## config.mk

```make
export PLATFORM = sky130hd
export DESIGN_NAME = iowait_boost_ema_util_conditioner_unit_flat
export DESIGN_NICKNAME = d
export VERILOG_FILES = /design/src/rtl/ibc_pkg.sv /design/src/rtl/ibc_if.sv /design/src/rtl/ibc_boost.sv /design/src/rtl/ibc_ema.sv /design/src/rtl/iowait_boost_ema_util_conditioner_unit.sv /design/src/flat_wrapper.sv
export VERILOG_INCLUDE_DIRS = /design/src /design/src/rtl
export SDC_FILE = /design/constraint.sdc
export NUM_CORES = 1
export LEC_CHECK = 0
export ABC_AREA = 1
export BUFFER_PORTS_ARGS = -buffer_cell sky130_fd_sc_hd__buf_2
export CAP_MARGIN = 20
export CORE_MARGIN = 2
export CORE_UTILIZATION = 41
export DETAILED_ROUTE_END_ITERATION = 16
export GPL_TIMING_DRIVEN = 0
export PLACE_DENSITY = 0.64
export SETUP_SLACK_MARGIN = 0.3
export SLEW_MARGIN = 10
export SYNTH_ARGS = -nofsm -noshare
export SYNTH_HDL_FRONTEND = slang
export SYNTH_SLANG_ARGS = --single-unit
export TNS_END_PERCENT = 30
```

## constraint.sdc

```tcl
create_clock -name clock -period 14.49 [get_ports clock]
set_clock_uncertainty 0.1 [all_clocks]
set_input_delay 0 -clock clock [delete_from_list [all_inputs] [get_ports clock]]
set_output_delay 0 -clock clock [all_outputs]
set_load 0.02 [all_outputs]
```

## src/rtl/iowait_boost_ema_util_conditioner_unit_macros.svh

```systemverilog
// assertion macros shared by the conditioner rtl
`ifndef IOWAIT_BOOST_EMA_UTIL_CONDITIONER_UNIT_MACROS_SVH
`define IOWAIT_BOOST_EMA_UTIL_CONDITIONER_UNIT_MACROS_SVH

// condition holds in the same cycle as its trigger
`define IBC_ASSERT_NOW(lbl, clk, rst, ante, cons, msg) \
   lbl: assert property (@(posedge clk) disable iff (rst) (ante) |-> (cons)) else $error(msg);

// condition holds in the cycle after its trigger
`define IBC_ASSERT_NEXT(lbl, clk, rst, ante, cons, msg) \
   lbl: assert property (@(posedge clk) disable iff (rst) (ante) |=> (cons)) else $error(msg);

`endif

```

## src/rtl/ibc_pkg.sv

```systemverilog
// package with widths, constants and types of the iowait boost conditioner
package ibc_pkg;

   // capacity scale is 1 << CAPACITY_SHIFT
   localparam int CAPACITY_SHIFT = 10;

   localparam int STAMP_W = 63;
   localparam int UTIL_W  = 11;
   localparam int SHIFT_W = 4;
   localparam int TICK_W  = 27;
   localparam int CSR_W   = 27;
   localparam int CSR_IDX_W = 2;

   // boost level holds values up to the full capacity scale
   localparam int LEVEL_W = CAPACITY_SHIFT + 1;
   localparam int PROD_W  = LEVEL_W + UTIL_W;
   localparam int HI_W    = PROD_W - CAPACITY_SHIFT;

   localparam logic [LEVEL_W-1:0] CAP_SCALE   = LEVEL_W'(1) << CAPACITY_SHIFT;
   localparam logic [LEVEL_W-1:0] BOOST_FLOOR = CAP_SCALE >> 3;
   localparam logic [UTIL_W-1:0]  UTIL_MAX    = {UTIL_W{1'b1}};

   // register indexes of the configuration port
   localparam logic [CSR_IDX_W-1:0] CSR_RISE_SHIFT = 2'd0;
   localparam logic [CSR_IDX_W-1:0] CSR_FALL_SHIFT = 2'd1;
   localparam logic [CSR_IDX_W-1:0] CSR_TICK_LEN   = 2'd2;

   localparam logic [SHIFT_W-1:0] RISE_SHIFT_RST = 4'd0;
   localparam logic [SHIFT_W-1:0] FALL_SHIFT_RST = 4'd3;
   localparam logic [TICK_W-1:0]  TICK_LEN_RST   = 27'd4000000;

   // iowait boost state
   typedef struct packed {
      logic [LEVEL_W-1:0] level;
      logic               pending;
   } boost_state_type;

endpackage

```

## src/rtl/ibc_if.sv

```systemverilog
// handshake interfaces for the update and result channels
interface ibc_req_if;
   logic                        valid;
   logic                        ready;
   logic [ibc_pkg::STAMP_W-1:0] stamp_ns;
   logic                        iowait_flag;
   logic [ibc_pkg::UTIL_W-1:0]  sched_util;
   logic [ibc_pkg::UTIL_W-1:0]  cpu_capacity;

   modport source (output valid, stamp_ns, iowait_flag, sched_util, cpu_capacity,
                   input ready);
   modport sink (input valid, stamp_ns, iowait_flag, sched_util, cpu_capacity,
                 output ready);
endinterface

interface ibc_rsp_if;
   logic                       valid;
   logic                       ready;
   logic [ibc_pkg::UTIL_W-1:0] ema_util;
   logic [ibc_pkg::UTIL_W-1:0] boost_util;

   modport source (output valid, ema_util, boost_util, input ready);
   modport sink (input valid, ema_util, boost_util, output ready);
endinterface

```

## src/rtl/ibc_boost.sv

```systemverilog
// iowait boost update: gap test, level step, decay and capacity scaling
module ibc_boost (
   input  logic [ibc_pkg::STAMP_W-1:0] now,
   input  logic [ibc_pkg::STAMP_W-1:0] last_stamp,
   input  logic [ibc_pkg::TICK_W-1:0]  tick_len,
   input  logic                        iowait,
   input  logic [ibc_pkg::UTIL_W-1:0]  cap,
   input  ibc_pkg::boost_state_type    state_cur,
   output ibc_pkg::boost_state_type    state_nxt,
   output logic [ibc_pkg::UTIL_W-1:0]  boost_util
);

   logic [ibc_pkg::STAMP_W:0]     delta;
   logic                          gap;
   logic [ibc_pkg::LEVEL_W:0]     dbl;
   logic [ibc_pkg::LEVEL_W-1:0]   lvl1;
   logic                          pnd1;
   logic [ibc_pkg::LEVEL_W-1:0]   half;
   logic [ibc_pkg::LEVEL_W-1:0]   lvl2;
   logic                          pnd2;
   logic                          active;
   logic [ibc_pkg::PROD_W-1:0]    prod;
   logic [ibc_pkg::HI_W-1:0]      prod_hi;

   // gap: time moved forward by more than one tick; backwards never counts
   assign delta = {1'b0, now} - {1'b0, last_stamp};
   assign gap   = !delta[ibc_pkg::STAMP_W] &&
                  (delta[ibc_pkg::STAMP_W-1:0] > ibc_pkg::STAMP_W'(tick_len));

   assign dbl  = {state_cur.level, 1'b0};
   assign half = lvl1 >> 1;

   // boost step: gap re-arm, else start or double on a fresh iowait
   always_comb begin
      lvl1 = state_cur.level;
      pnd1 = state_cur.pending;
      if ((state_cur.level != '0) && gap) begin
         lvl1 = iowait ? ibc_pkg::BOOST_FLOOR : '0;
         pnd1 = iowait;
      end else if (iowait && !state_cur.pending) begin
         pnd1 = 1'b1;
         if (state_cur.level != '0) begin
            lvl1 = (dbl > (ibc_pkg::LEVEL_W + 1)'(ibc_pkg::CAP_SCALE)) ?
                   ibc_pkg::CAP_SCALE : dbl[ibc_pkg::LEVEL_W-1:0];
         end else begin
            lvl1 = ibc_pkg::BOOST_FLOOR;
         end
      end
   end

   // boost apply: the second gap test clears, otherwise decay when not pending, else clear pending
   always_comb begin
      lvl2   = lvl1;
      pnd2   = pnd1;
      active = 1'b0;
      if (lvl1 != '0) begin
         if (gap) begin
            lvl2 = '0;
            pnd2 = 1'b0;
         end else if (!pnd1) begin
            if (half < ibc_pkg::BOOST_FLOOR) begin
               lvl2 = '0;
            end else begin
               lvl2   = half;
               active = 1'b1;
            end
         end else begin
            pnd2   = 1'b0;
            active = 1'b1;
         end
      end
   end

   assign state_nxt.level   = lvl2;
   assign state_nxt.pending = pnd2;

   // scale by capacity and saturate to the field
   assign prod    = ibc_pkg::PROD_W'(lvl2) * ibc_pkg::PROD_W'(cap);
   assign prod_hi = prod[ibc_pkg::PROD_W-1:ibc_pkg::CAPACITY_SHIFT];

   always_comb begin
      boost_util = '0;
      if (active) begin
         boost_util = (prod_hi > ibc_pkg::HI_W'(ibc_pkg::UTIL_MAX)) ?
                      ibc_pkg::UTIL_MAX : prod_hi[ibc_pkg::UTIL_W-1:0];
      end
   end

endmodule

```

## src/rtl/ibc_ema.sv

```systemverilog
// directional ema step with separate rise and fall shifts
module ibc_ema (
   input  logic [ibc_pkg::UTIL_W-1:0]  prev,
   input  logic [ibc_pkg::UTIL_W-1:0]  sample,
   input  logic [ibc_pkg::SHIFT_W-1:0] rise_shift,
   input  logic [ibc_pkg::SHIFT_W-1:0] fall_shift,
   output logic [ibc_pkg::UTIL_W-1:0]  ema_nxt
);

   logic [ibc_pkg::UTIL_W-1:0] up_diff;
   logic [ibc_pkg::UTIL_W-1:0] dn_diff;
   logic [ibc_pkg::UTIL_W-1:0] dn_mask;
   logic [ibc_pkg::UTIL_W-1:0] dn_step;

   assign up_diff = sample - prev;
   assign dn_diff = prev - sample;

   // falling step rounds up so the value always moves
   assign dn_mask = ~(ibc_pkg::UTIL_MAX << fall_shift);
   assign dn_step = (dn_diff >> fall_shift) +
                    ibc_pkg::UTIL_W'((dn_diff & dn_mask) != '0);

   // unseeded value takes the sample as it is
   always_comb begin
      if (prev == '0) begin
         ema_nxt = sample;
      end else if (sample >= prev) begin
         ema_nxt = prev + (up_diff >> rise_shift);
      end else begin
         ema_nxt = prev - dn_step;
      end
   end

endmodule

```

## src/rtl/iowait_boost_ema_util_conditioner_unit.sv

```systemverilog
// top level of the iowait boost and directional ema utilisation conditioner
//
//   channel   dir   handshake        word
//   req_if    in    valid / ready    stamp_ns, iowait_flag, sched_util, cpu_capacity
//   rsp_if    out   valid / ready    ema_util, boost_util
//   csr_*     in    csr_wr_en        csr_index, csr_wdata
//
// one word per cycle sustained unless the result stalls; an accepted word passes through
// the input register, then boost and ema logic, into the result register
// the boost state and ema value update as the word enters the result register
// a stalled result holds the pipe; the input register still takes one more word
// synchronous active high reset clears the state and loads register defaults
`include "iowait_boost_ema_util_conditioner_unit_macros.svh"

module iowait_boost_ema_util_conditioner_unit (
   input  logic                          clock,
   input  logic                          reset,
   ibc_req_if.sink                       req_if,
   ibc_rsp_if.source                     rsp_if,
   input  logic                          csr_wr_en,
   input  logic [ibc_pkg::CSR_IDX_W-1:0] csr_index,
   input  logic [ibc_pkg::CSR_W-1:0]     csr_wdata
);

   logic [ibc_pkg::SHIFT_W-1:0] rise_shift_ff;
   logic [ibc_pkg::SHIFT_W-1:0] fall_shift_ff;
   logic [ibc_pkg::TICK_W-1:0]  tick_len_ff;

   logic                        in_valid_ff, in_valid_in;
   logic [ibc_pkg::STAMP_W-1:0] stamp_ff;
   logic                        iowait_ff;
   logic [ibc_pkg::UTIL_W-1:0]  util_ff;
   logic [ibc_pkg::UTIL_W-1:0]  cap_ff;

   logic                        out_valid_ff, out_valid_in;
   logic [ibc_pkg::UTIL_W-1:0]  smoothed_ff;
   logic [ibc_pkg::UTIL_W-1:0]  boost_ff;

   ibc_pkg::boost_state_type    bst_ff, bst_in;
   logic [ibc_pkg::STAMP_W-1:0] last_stamp_ff;
   logic [ibc_pkg::UTIL_W-1:0]  ema_ff, ema_in;

   logic                        advance;
   logic                        fire;
   logic                        take;
   logic [ibc_pkg::UTIL_W-1:0]  boost_util;
   logic [ibc_pkg::UTIL_W-1:0]  sample;

   // configuration registers
   always_ff @(posedge clock) begin
      if (reset) begin
         rise_shift_ff <= ibc_pkg::RISE_SHIFT_RST;
         fall_shift_ff <= ibc_pkg::FALL_SHIFT_RST;
         tick_len_ff   <= ibc_pkg::TICK_LEN_RST;
      end else if (csr_wr_en) begin
         unique case (csr_index)
            ibc_pkg::CSR_RISE_SHIFT: rise_shift_ff <= csr_wdata[ibc_pkg::SHIFT_W-1:0];
            ibc_pkg::CSR_FALL_SHIFT: fall_shift_ff <= csr_wdata[ibc_pkg::SHIFT_W-1:0];
            ibc_pkg::CSR_TICK_LEN:   tick_len_ff   <= csr_wdata[ibc_pkg::TICK_W-1:0];
            default: ;
         endcase
      end
   end

   // pipe control
   assign advance      = !out_valid_ff || rsp_if.ready;
   assign fire         = in_valid_ff && advance;
   assign req_if.ready = !in_valid_ff || advance;
   assign take         = req_if.valid && req_if.ready;
   assign in_valid_in  = take ? 1'b1 : (advance ? 1'b0 : in_valid_ff);
   assign out_valid_in = advance ? in_valid_ff : out_valid_ff;

   always_ff @(posedge clock) begin
      if (reset) begin
         in_valid_ff  <= 1'b0;
         out_valid_ff <= 1'b0;
      end else begin
         in_valid_ff  <= in_valid_in;
         out_valid_ff <= out_valid_in;
      end
   end

   // input register
   always_ff @(posedge clock) begin
      if (take) begin
         stamp_ff  <= req_if.stamp_ns;
         iowait_ff <= req_if.iowait_flag;
         util_ff   <= req_if.sched_util;
         cap_ff    <= req_if.cpu_capacity;
      end
   end

   // boost logic
   ibc_boost u_boost (
      .now        (stamp_ff),
      .last_stamp (last_stamp_ff),
      .tick_len   (tick_len_ff),
      .iowait     (iowait_ff),
      .cap        (cap_ff),
      .state_cur  (bst_ff),
      .state_nxt  (bst_in),
      .boost_util (boost_util)
   );

   assign sample = (boost_util > util_ff) ? boost_util : util_ff;

   // ema logic
   ibc_ema u_ema (
      .prev       (ema_ff),
      .sample     (sample),
      .rise_shift (rise_shift_ff),
      .fall_shift (fall_shift_ff),
      .ema_nxt    (ema_in)
   );

   // block state, updated as a word is processed
   always_ff @(posedge clock) begin
      if (reset) begin
         bst_ff        <= '0;
         last_stamp_ff <= '0;
         ema_ff        <= '0;
      end else if (fire) begin
         bst_ff        <= bst_in;
         last_stamp_ff <= stamp_ff;
         ema_ff        <= ema_in;
      end
   end

   // result register
   always_ff @(posedge clock) begin
      if (fire) begin
         smoothed_ff <= ema_in;
         boost_ff    <= boost_util;
      end
   end

   assign rsp_if.valid      = out_valid_ff;
   assign rsp_if.ema_util   = smoothed_ff;
   assign rsp_if.boost_util = boost_ff;

   // checks on pipe control and boost state
   `IBC_ASSERT_NEXT(a_fire_fills_out, clock, reset, fire, out_valid_ff, "processed word lost")
   `IBC_ASSERT_NOW(a_stall_means_full, clock, reset, !req_if.ready,
      in_valid_ff && out_valid_ff, "input stalled with room in the pipe")
   `IBC_ASSERT_NOW(a_level_max, clock, reset, 1'b1, bst_ff.level <= ibc_pkg::CAP_SCALE,
      "boost level above capacity scale")
   `IBC_ASSERT_NOW(a_level_floor, clock, reset, bst_ff.level != '0,
      bst_ff.level >= ibc_pkg::BOOST_FLOOR, "boost level below floor")

endmodule
```

## src/flat_wrapper.sv

```systemverilog
// flat-port wrapper written by rule: the top's interface ports become plain ports
module iowait_boost_ema_util_conditioner_unit_flat 
  (clock, reset, csr_wr_en, csr_index, csr_wdata, req_if_valid, req_if_stamp_ns, req_if_iowait_flag, req_if_sched_util, req_if_cpu_capacity, req_if_ready, rsp_if_valid, rsp_if_ema_util, rsp_if_boost_util, rsp_if_ready);
  ibc_req_if req_if_i ();
  ibc_rsp_if rsp_if_i ();
  input  logic clock;
  input  logic reset;
  input  logic csr_wr_en;
  input  logic [ibc_pkg::CSR_IDX_W-1:0] csr_index;
  input  logic [ibc_pkg::CSR_W-1:0] csr_wdata;
  input wire logic [$bits(req_if_i.valid)-1:0] req_if_valid;
  input wire logic [$bits(req_if_i.stamp_ns)-1:0] req_if_stamp_ns;
  input wire logic [$bits(req_if_i.iowait_flag)-1:0] req_if_iowait_flag;
  input wire logic [$bits(req_if_i.sched_util)-1:0] req_if_sched_util;
  input wire logic [$bits(req_if_i.cpu_capacity)-1:0] req_if_cpu_capacity;
  output wire logic [$bits(req_if_i.ready)-1:0] req_if_ready;
  output wire logic [$bits(rsp_if_i.valid)-1:0] rsp_if_valid;
  output wire logic [$bits(rsp_if_i.ema_util)-1:0] rsp_if_ema_util;
  output wire logic [$bits(rsp_if_i.boost_util)-1:0] rsp_if_boost_util;
  input wire logic [$bits(rsp_if_i.ready)-1:0] rsp_if_ready;
  assign req_if_i.valid = req_if_valid;
  assign req_if_i.stamp_ns = req_if_stamp_ns;
  assign req_if_i.iowait_flag = req_if_iowait_flag;
  assign req_if_i.sched_util = req_if_sched_util;
  assign req_if_i.cpu_capacity = req_if_cpu_capacity;
  assign req_if_ready = req_if_i.ready;
  assign rsp_if_valid = rsp_if_i.valid;
  assign rsp_if_ema_util = rsp_if_i.ema_util;
  assign rsp_if_boost_util = rsp_if_i.boost_util;
  assign rsp_if_i.ready = rsp_if_ready;
  iowait_boost_ema_util_conditioner_unit u_core (.clock(clock), .reset(reset), .req_if(req_if_i), .rsp_if(rsp_if_i), .csr_wr_en(csr_wr_en), .csr_index(csr_index), .csr_wdata(csr_wdata));
endmodule
```

==> flow_summary.json, run 1 <==
{
  "htreeDepth": 1,
  "synth.distinct_cells": 57,
  "final_period_minus_worst_setup_slack_ns": 15.88,
  "design_power_total_mw": 3.54,
  "gr-usage-met2": 0.459,
  "fin_crit_sh": 1.10,
  "worst_ep_required_time_ns": 14.70,
  "total_of_flip_flops_plus_latches_after_synthesis": 231,
  "post-place-cells": 4064,
  "worstHoldPathType": "in -> reg",
  "fp.dieW_um": 235,
  "root_buffer": "sky130_fd_sc_hd__clkbuf_16",
  "cts_tree": "yes",
  "clk-insertion-delay-late_ns": 0.59,
  "synth.largest_area_cell": "sky130_fd_sc_hd__nand2_1",
  "final-max-slew-violation-count": 0,
  "numPortBuffers": 143,
  "cts_inserted_buffers": 27,
  "routed_wirelength_um": 70700,
  "track_usage": 0.252,
  "worst-setup-path-type": "reg -> reg",
  "holdCritStartpoint": "req_if_stamp_ns[25]",
  "grtUsageMet1": 0.311,
  "gp_congestion": 0.959,
  "first_global_vias": 21400,
  "detail_route.vias_per_cell": 4.95,
  "die_y_um": 235,
  "pin_count_of_the_biggest_net_entering_global_routing": 55,
  "antenna_left": 0,
  "synth_area_um2": 21900,
  "critical_path_peak_fanout": 6,
  "r2r_start": "u_core.stamp_ff[0]",
  "worst_hold_path.num_cells": 2,
  "rsz0062_at_grt": "true",
  "worstMarginPinSlew_ns": 0.855,
  "met3_resource_use_gr": 0.0251,
  "setup_ws_ns": -1.39,
  "syn-instance-count": 3231,
  "run_status": "finished, violations left",
  "drcViolationCount": 0,
  "setup_viol": 17,
  "total_die_area_um2": 55400,
  "net_count_final": 4082,
  "hpwl_um": 54400,
  "clockBufferDepth": 3,
  "syn_nets": 3643,
  "cts_clock_pin_slew_for_the_worst_setup_and_hold_paths_ns": 0.07,
  "overflow": 0,
  "most_used_layer_global_route": "met2",
  "vdd_ir_drop_max_uv": 93.9,
  "cts.sink_count": 231,
  "max_clock_freq_ghz": 0.0630,
  "min_to": "u_core.stamp_ff[25]",
  "area_delta_synth_final_pct": 27.9,
  "path_common_cell": "sky130_fd_sc_hd__nand2_1",
  "vias": 21700,
  "yosysTopAreaCellShare": 0.155,
  "yosys_warnings": 0,
  "asyncSetResetFlopFracSynth": 0,
  "finalHoldViolCount": 0,
  "critical_path_arrival_ns": 16.09,
  "num_antenna_cells": 0,
  "setup.worst_path.end_class": "flop",
  "crit_path_top_delay_cell": "sky130_fd_sc_hd__fa_1",
  "synth-edff-count": 108,
  "powerDensity_nw_per_um2": 126,
  "yosysSeqAreaShare": 0.260,
  "synth_area_leaders": "sky130_fd_sc_hd__nand2_1, sky130_fd_sc_hd__edfxtp_1, sky130_fd_sc_hd__ha_1",
  "grt_antenna_before_repair": 0,
  "dr.pass1.iters": 6,
  "total_leakage_power_nw": 14.3,
  "final_layout_size_suffix_gt1_frac": 0.171,
  "worst-r2r-cell-count": 94,
  "finish.utilization": 0.532,
  "floorplan.core_area_um2": 52800,
  "dr.first_iter.drc_count": 1389,
  "failed_checks": "setup timing",
  "cap_viol_max_count": 0,
  "timing.slew.headroom": 0.425,
  "worstReg2RegEnd": "u_core.rsp_if.ema_util[10]",
  "initial_util": 0.416,
  "floorplan.io_pins": 144,
  "floorplan.rows": 84,
  "first_pass_grt_wire_length_um": 112000,
  "syn-mean-instance-area_um2": 6.79,
  "max_incr_delay_on_cp_ns": 0.57,
  "yosys_most_used_dff": "sky130_fd_sc_hd__dfxtp_1",
  "route.detailed.wl_per_inst_um": 16.1,
  "setup.reg_to_reg.worst_slack_ns": -1.39,
  "critical_path.startpoint_type": "flop",
  "stdcell_count": 4379
}
## cells by family (layout without fill, tap and decap cells)
kind of cell	after synthesis	after routing	synth area share
XOR/XNOR	64	64	0.0255
adder cells (fa/ha/maj)	292	292	0.196
flip-flops	231	231	0.260
buffers and inverters	748	1208	0.129
AND/OR/NAND/NOR	1380	1380	0.259
AO/OA/AOI/OAI	514	514	0.129
multiplexers	2	2	0.000912
## area by class of cell
type	instances	area, µm²
Sequential cell	231	5710
Clock buffer	33	749
Inverter	687	2610
Tap cell	688	861
Fill cell	5204	24700
Buffer	61	340
Clock inverter	17	170
Multi-Input combinational cell	2252	14400
Timing Repair Buffer	410	3210
## timing repair
action	4_1_cts	5_1_grt
cloned	3	0
setup buffers	108	15
endpoints found under the setup margin	22	22
resized for setup	144	119
pin swaps	98	77
hold endpoints to repair	133	0
hold buffers	139	0
## state kept, by name, summed over array words and instances (netlist names)
register and cells:
u_core.fall_shift_ff 4, u_core.rsp_if.ema_util 11, u_core.rsp_if.valid 1, u_core.util_ff 11
u_core.stamp_ff 63, u_core.bst_ff 12, u_core.in_valid_ff 1, u_core.cap_ff 11
u_core.rsp_if.boost_util 11, u_core.ema_ff 11, u_core.tick_len_ff 27, u_core.iowait_ff 1
u_core.rise_shift_ff 4, u_core.last_stamp_ff 63
## critical path, delay by kind of cell, from the launching register on
kind,cells,cell delay (ns)
fa+ha+maj,15,5.63
xor+xnor,2,0.33
compound gates,14,2.24
buf+inv,21,1.66
flops,1,0.47
simple gates,42,5.14
## Yosys cell counts (45+ instances only)
cell type / instances
sky130_fd_sc_hd__ha_1: 207
sky130_fd_sc_hd__inv_2: 45
sky130_fd_sc_hd__nor2_1: 250
sky130_fd_sc_hd__xor2_1: 50
sky130_fd_sc_hd__nand3_1: 96
sky130_fd_sc_hd__inv_1: 633
sky130_fd_sc_hd__fa_1: 85
sky130_fd_sc_hd__a21oi_1: 229
sky130_fd_sc_hd__o21ai_0: 190
sky130_fd_sc_hd__edfxtp_1: 108
sky130_fd_sc_hd__clkbuf_1: 52
sky130_fd_sc_hd__nand2_1: 905
sky130_fd_sc_hd__dfxtp_1: 123
## power breakdown
| group | leakage [nW] | switching, mW | total [mW] | internal, mW |
|---|---|---|---|---|
| clock | 0.459 | 0.308 | 0.717 | 0.409 |
| sequential | 2.07 | 0.0300 | 0.776 | 0.746 |
| combinational | 11.8 | 1.17 | 2.05 | 0.883 |
| total | 14.3 | 1.50 | 3.54 | 2.04 |
## worst max path at each step
stage          slack (ns)  cells after the start           startpoint                          to
2_1_floorplan        0.32                     99   u_core.stamp_ff[0]  u_core.rsp_if.ema_util[10]
3_5_place_dp        -2.27                     96   u_core.stamp_ff[0]  u_core.rsp_if.ema_util[10]
4_1_cts             -1.00                    105   u_core.stamp_ff[0]  u_core.rsp_if.ema_util[10]
3_3_place_gp        -2.27                     97   u_core.stamp_ff[0]  u_core.rsp_if.ema_util[10]
6_report            -1.39                     94   u_core.stamp_ff[0]  u_core.rsp_if.ema_util[10]
5_1_grt             -2.10                     95  u_core.stamp_ff[22]  u_core.rsp_if.ema_util[10]
## cell usage in the layout (no fill, tap or decap), types with 13 or more instances in the layout
| cell | count |
|---|---|
| sky130_fd_sc_hd__nand4_1 | 22 |
| sky130_fd_sc_hd__dfxtp_1 | 123 |
| sky130_fd_sc_hd__ha_1 | 174 |
| sky130_fd_sc_hd__nor2_1 | 235 |
| sky130_fd_sc_hd__inv_2 | 62 |
| sky130_fd_sc_hd__dlygate4sd3_1 | 139 |
| sky130_fd_sc_hd__clkbuf_16 | 28 |
| sky130_fd_sc_hd__a21oi_1 | 215 |
| sky130_fd_sc_hd__inv_1 | 608 |
| sky130_fd_sc_hd__nand2_1 | 856 |
| sky130_fd_sc_hd__edfxtp_1 | 108 |
| sky130_fd_sc_hd__o21ai_1 | 17 |
| sky130_fd_sc_hd__xor2_1 | 45 |
| sky130_fd_sc_hd__a21oi_2 | 13 |
| sky130_fd_sc_hd__o21ai_2 | 17 |
| sky130_fd_sc_hd__buf_4 | 99 |
| sky130_fd_sc_hd__nor2_2 | 26 |
| sky130_fd_sc_hd__nand2_4 | 16 |
| sky130_fd_sc_hd__nand3_1 | 87 |
| sky130_fd_sc_hd__o21ai_0 | 160 |
| sky130_fd_sc_hd__fa_1 | 81 |
| sky130_fd_sc_hd__clkbuf_1 | 46 |
| sky130_fd_sc_hd__buf_6 | 28 |
| sky130_fd_sc_hd__o211ai_1 | 23 |
| sky130_fd_sc_hd__nand2_2 | 50 |
| sky130_fd_sc_hd__ha_4 | 24 |
| sky130_fd_sc_hd__nor3_1 | 17 |
| sky130_fd_sc_hd__buf_2 | 146 |
| sky130_fd_sc_hd__nand3b_1 | 15 |
## per-layer routing
layer	part of all wire	routed length, µm	up-vias
met4	0.038	2660	0
li1	-	-	11100
met1	0.43	30200	9949
met2	0.49	34500	550
met3	0.048	3370	130
met5	0	0	-
## through the flow
step	instance area [µm²]	setup WS [ns]	hold slack, ns	setup TNS [ns]
2_1_floorplan	22100	0.325	-0.0309	0
3_3_place_gp	23700	-2.27	0.0760	-27.04
3_5_place_dp	23800	-2.27	0.0781	-26.45
4_1_cts	27500	-1.00	0.000555	-10.77
5_1_grt	28100	-2.10	0.00295	-27.26
6_report	28100	-1.39	0.0166	-16.10
Power figures use the tool's default switching activity.
==> run 2, diff against run 1 <==
- HOLD_SLACK_MARGIN: not set -> 0.12
==> run 2 against run 1 <==
  * The flow still finishes with violations (setup timing)
  * Non-clock buffer count is 94 higher
  * Core utilization is 1.8 points higher
  * Sequential power hardly changed
  * Die area stayed put
==> flow_summary.json, run 2 (synthesis results as in run 1) <==
{
  "numPortBuffers": 143,
  "critPathBufInv": 22,
  "worstMarginPinSlew_ns": 0.869,
  "fin_crit_sh": 1.09,
  "critical_path_arrival_ns": 15.97,
  "max_clock_freq_ghz": 0.0635,
  "final-max-slew-violation-count": 0,
  "timing.slew.headroom": 0.416,
  "route.detailed.wl_per_inst_um": 16.1,
  "routed_length_on_met2_um": 35500,
  "total_leakage_power_nw": 14.7,
  "fp.dieW_um": 235,
  "rsz0062_at_grt": "true",
  "highest_layer": "met5",
  "htreeDepth": 1,
  "clockBufferDepth": 3,
  "final_layout_size_suffix_gt1_frac": 0.167,
  "dp_worst_setup_slack_ns": -2.27,
  "powerDensity_nw_per_um2": 123,
  "detail_route.vias_per_cell": 4.97,
  "post-place-cells": 4064,
  "grt_antenna_before_repair": 2,
  "failed_checks": "setup timing",
  "critical_path_peak_fanout": 6,
  "vdd_ir_drop_max_uv": 97.3,
  "max_incr_delay_on_cp_ns": 0.57,
  "gp_congestion": 0.959,
  "stdcell_count": 4475,
  "floorplan.io_pins": 144,
  "dr.pass1.iters": 6,
  "final_period_minus_worst_setup_slack_ns": 15.76,
  "setup_viol": 16,
  "worstHoldPathType": "in -> reg",
  "net_count_final": 4176,
  "total_die_area_um2": 55400,
  "floorplan.rows": 84,
  "first_pass_grt_wire_length_um": 115000,
  "cts_tree": "yes",
  "worst-setup-path-type": "reg -> reg",
  "track_usage": 0.258,
  "power.share.sequential": 0.218,
  "overflow": 0,
  "area_delta_synth_final_pct": 32.2,
  "drcViolationCount": 0,
  "initial_util": 0.416,
  "die_y_um": 235,
  "largest_registers": "u_core.last_stamp_ff: 63 flops, u_core.stamp_ff: 63 flops, u_core.tick_len_ff: 27 flops",
  "setup.worst_path.end_class": "flop",
  "antenna_left": 0,
  "finalHoldViolCount": 0,
  "wl_met1_um": 30600,
  "routed_wirelength_um": 72200,
  "vias": 22200,
  "critical_path.startpoint_type": "flop",
  "placement.cell_area_um2": 23800,
  "share_of_power_burned_in_the_clock_network": 0.202,
  "power_switching_mw": 1.51,
  "cap_viol_max_count": 0,
  "setup_ws_ns": -1.27,
  "cts_inserted_buffers": 27,
  "filler_cell_count": 5103,
  "pin_count_of_the_biggest_net_entering_global_routing": 55,
  "run_status": "finished, violations left",
  "hpwl_um": 54400,
  "root_buffer": "sky130_fd_sc_hd__clkbuf_16",
  "worst_ep_required_time_ns": 14.70,
  "first_global_vias": 22100,
  "met3RoutedLength_um": 3300,
  "clk-insertion-delay-late_ns": 0.59,
  "internal_power_mw": 2.05,
  "cts.sink_count": 231,
  "floorplan.core_area_um2": 52800,
  "final_common_cell": "sky130_fd_sc_hd__nand2_1",
  "crit_path_top_delay_cell": "sky130_fd_sc_hd__fa_1",
  "cp_top_family": "adder cells",
  "cts_clock_pin_slew_for_the_worst_setup_and_hold_paths_ns": 0.07,
  "mostFrequentLayoutCells": "sky130_fd_sc_hd__nand2_1, sky130_fd_sc_hd__inv_1, sky130_fd_sc_hd__nor2_1",
  "dr.first_iter.drc_count": 1318,
  "final_design_area_no_fill_um2": 29000,
  "sw_frac_of_total": 0.424,
  "combinationalPowerShare": 0.580
}
-- run 2: timing repair --
item,CTS,global route
gates resized for setup,144,118
endpoints found under the hold margin,158,0
pin swaps,98,77
cloned,3,0
hold buffers,233,0
buffers inserted,108,15
endpoints found under the setup margin,22,22
-- run 2: final cells by class --
type	instances	area [µm²]	area share
Clock inverter	17	170	0.00587
Inverter	687	2610	0.0900
Buffer	61	340	0.0117
Timing Repair Buffer	504	4150	0.143
Sequential cell	231	5710	0.197
Antenna cell	2	5.00	0.000173
Clock buffer	33	749	0.0258
Multi-Input combinational cell	2252	14400	0.497
Tap cell	688	861	0.0297
-- run 2: stage by stage --
step	power [mW]	hold WS (ns)	TNS [ns]	utilization
6_report	3.57	0.176	-14.80	0.550
5_1_grt	3.82	0.165	-26.62	0.550
4_1_cts	3.38	0.152	-10.77	0.539
3_5_place_dp	2.29	0.0781	-26.45	0.451
3_3_place_gp	2.28	0.0760	-27.04	0.450
2_1_floorplan	1.90	-0.0309	0	-
-- run 2: power groups by stage --
stage          Combinational (mW)  Clock (mW)  Sequential [mW]
6_report                     2.07       0.720            0.777
5_1_grt                      2.28       0.761            0.782
4_1_cts                      1.87       0.731            0.775
3_5_place_dp                 1.50           0            0.788
3_3_place_gp                 1.49           0            0.790
2_1_floorplan                1.11           0            0.793
-- run 2: layer usage --
metal,vias up,global-route usage
met5,-,0
met4,4,0.0878
met3,160,0.0265
met2,574,0.470
met1,10300,0.315
li1,11200,-
-- run 2: path summary, 6_finish.rpt --
kind / startpoint / endpoint / slack [ns] / cells after the start
setup reg to reg: u_core.stamp_ff[0] / u_core.rsp_if.ema_util[10] / -1.27 / 96
hold reg to reg: u_core.last_stamp_ff[38] / u_core.last_stamp_ff[38] / 0.36 / 2
setup / recovery: u_core.stamp_ff[0] / u_core.rsp_if.ema_util[10] / -1.27 / 96
hold / removal: csr_wdata[13] / u_core.tick_len_ff[13] / 0.18 / 4
-- run 2: worst register-to-register path: cells and delay by family, from the launching register on --
| kind | cells | cell delay [ns] |
|---|---|---|
| compound gates | 13 | 2.02 |
| xor+xnor | 2 | 0.33 |
| fa+ha+maj | 14 | 5.38 |
| buf+inv | 22 | 1.86 |
| flops | 1 | 0.47 |
| simple gates | 45 | 5.38 |
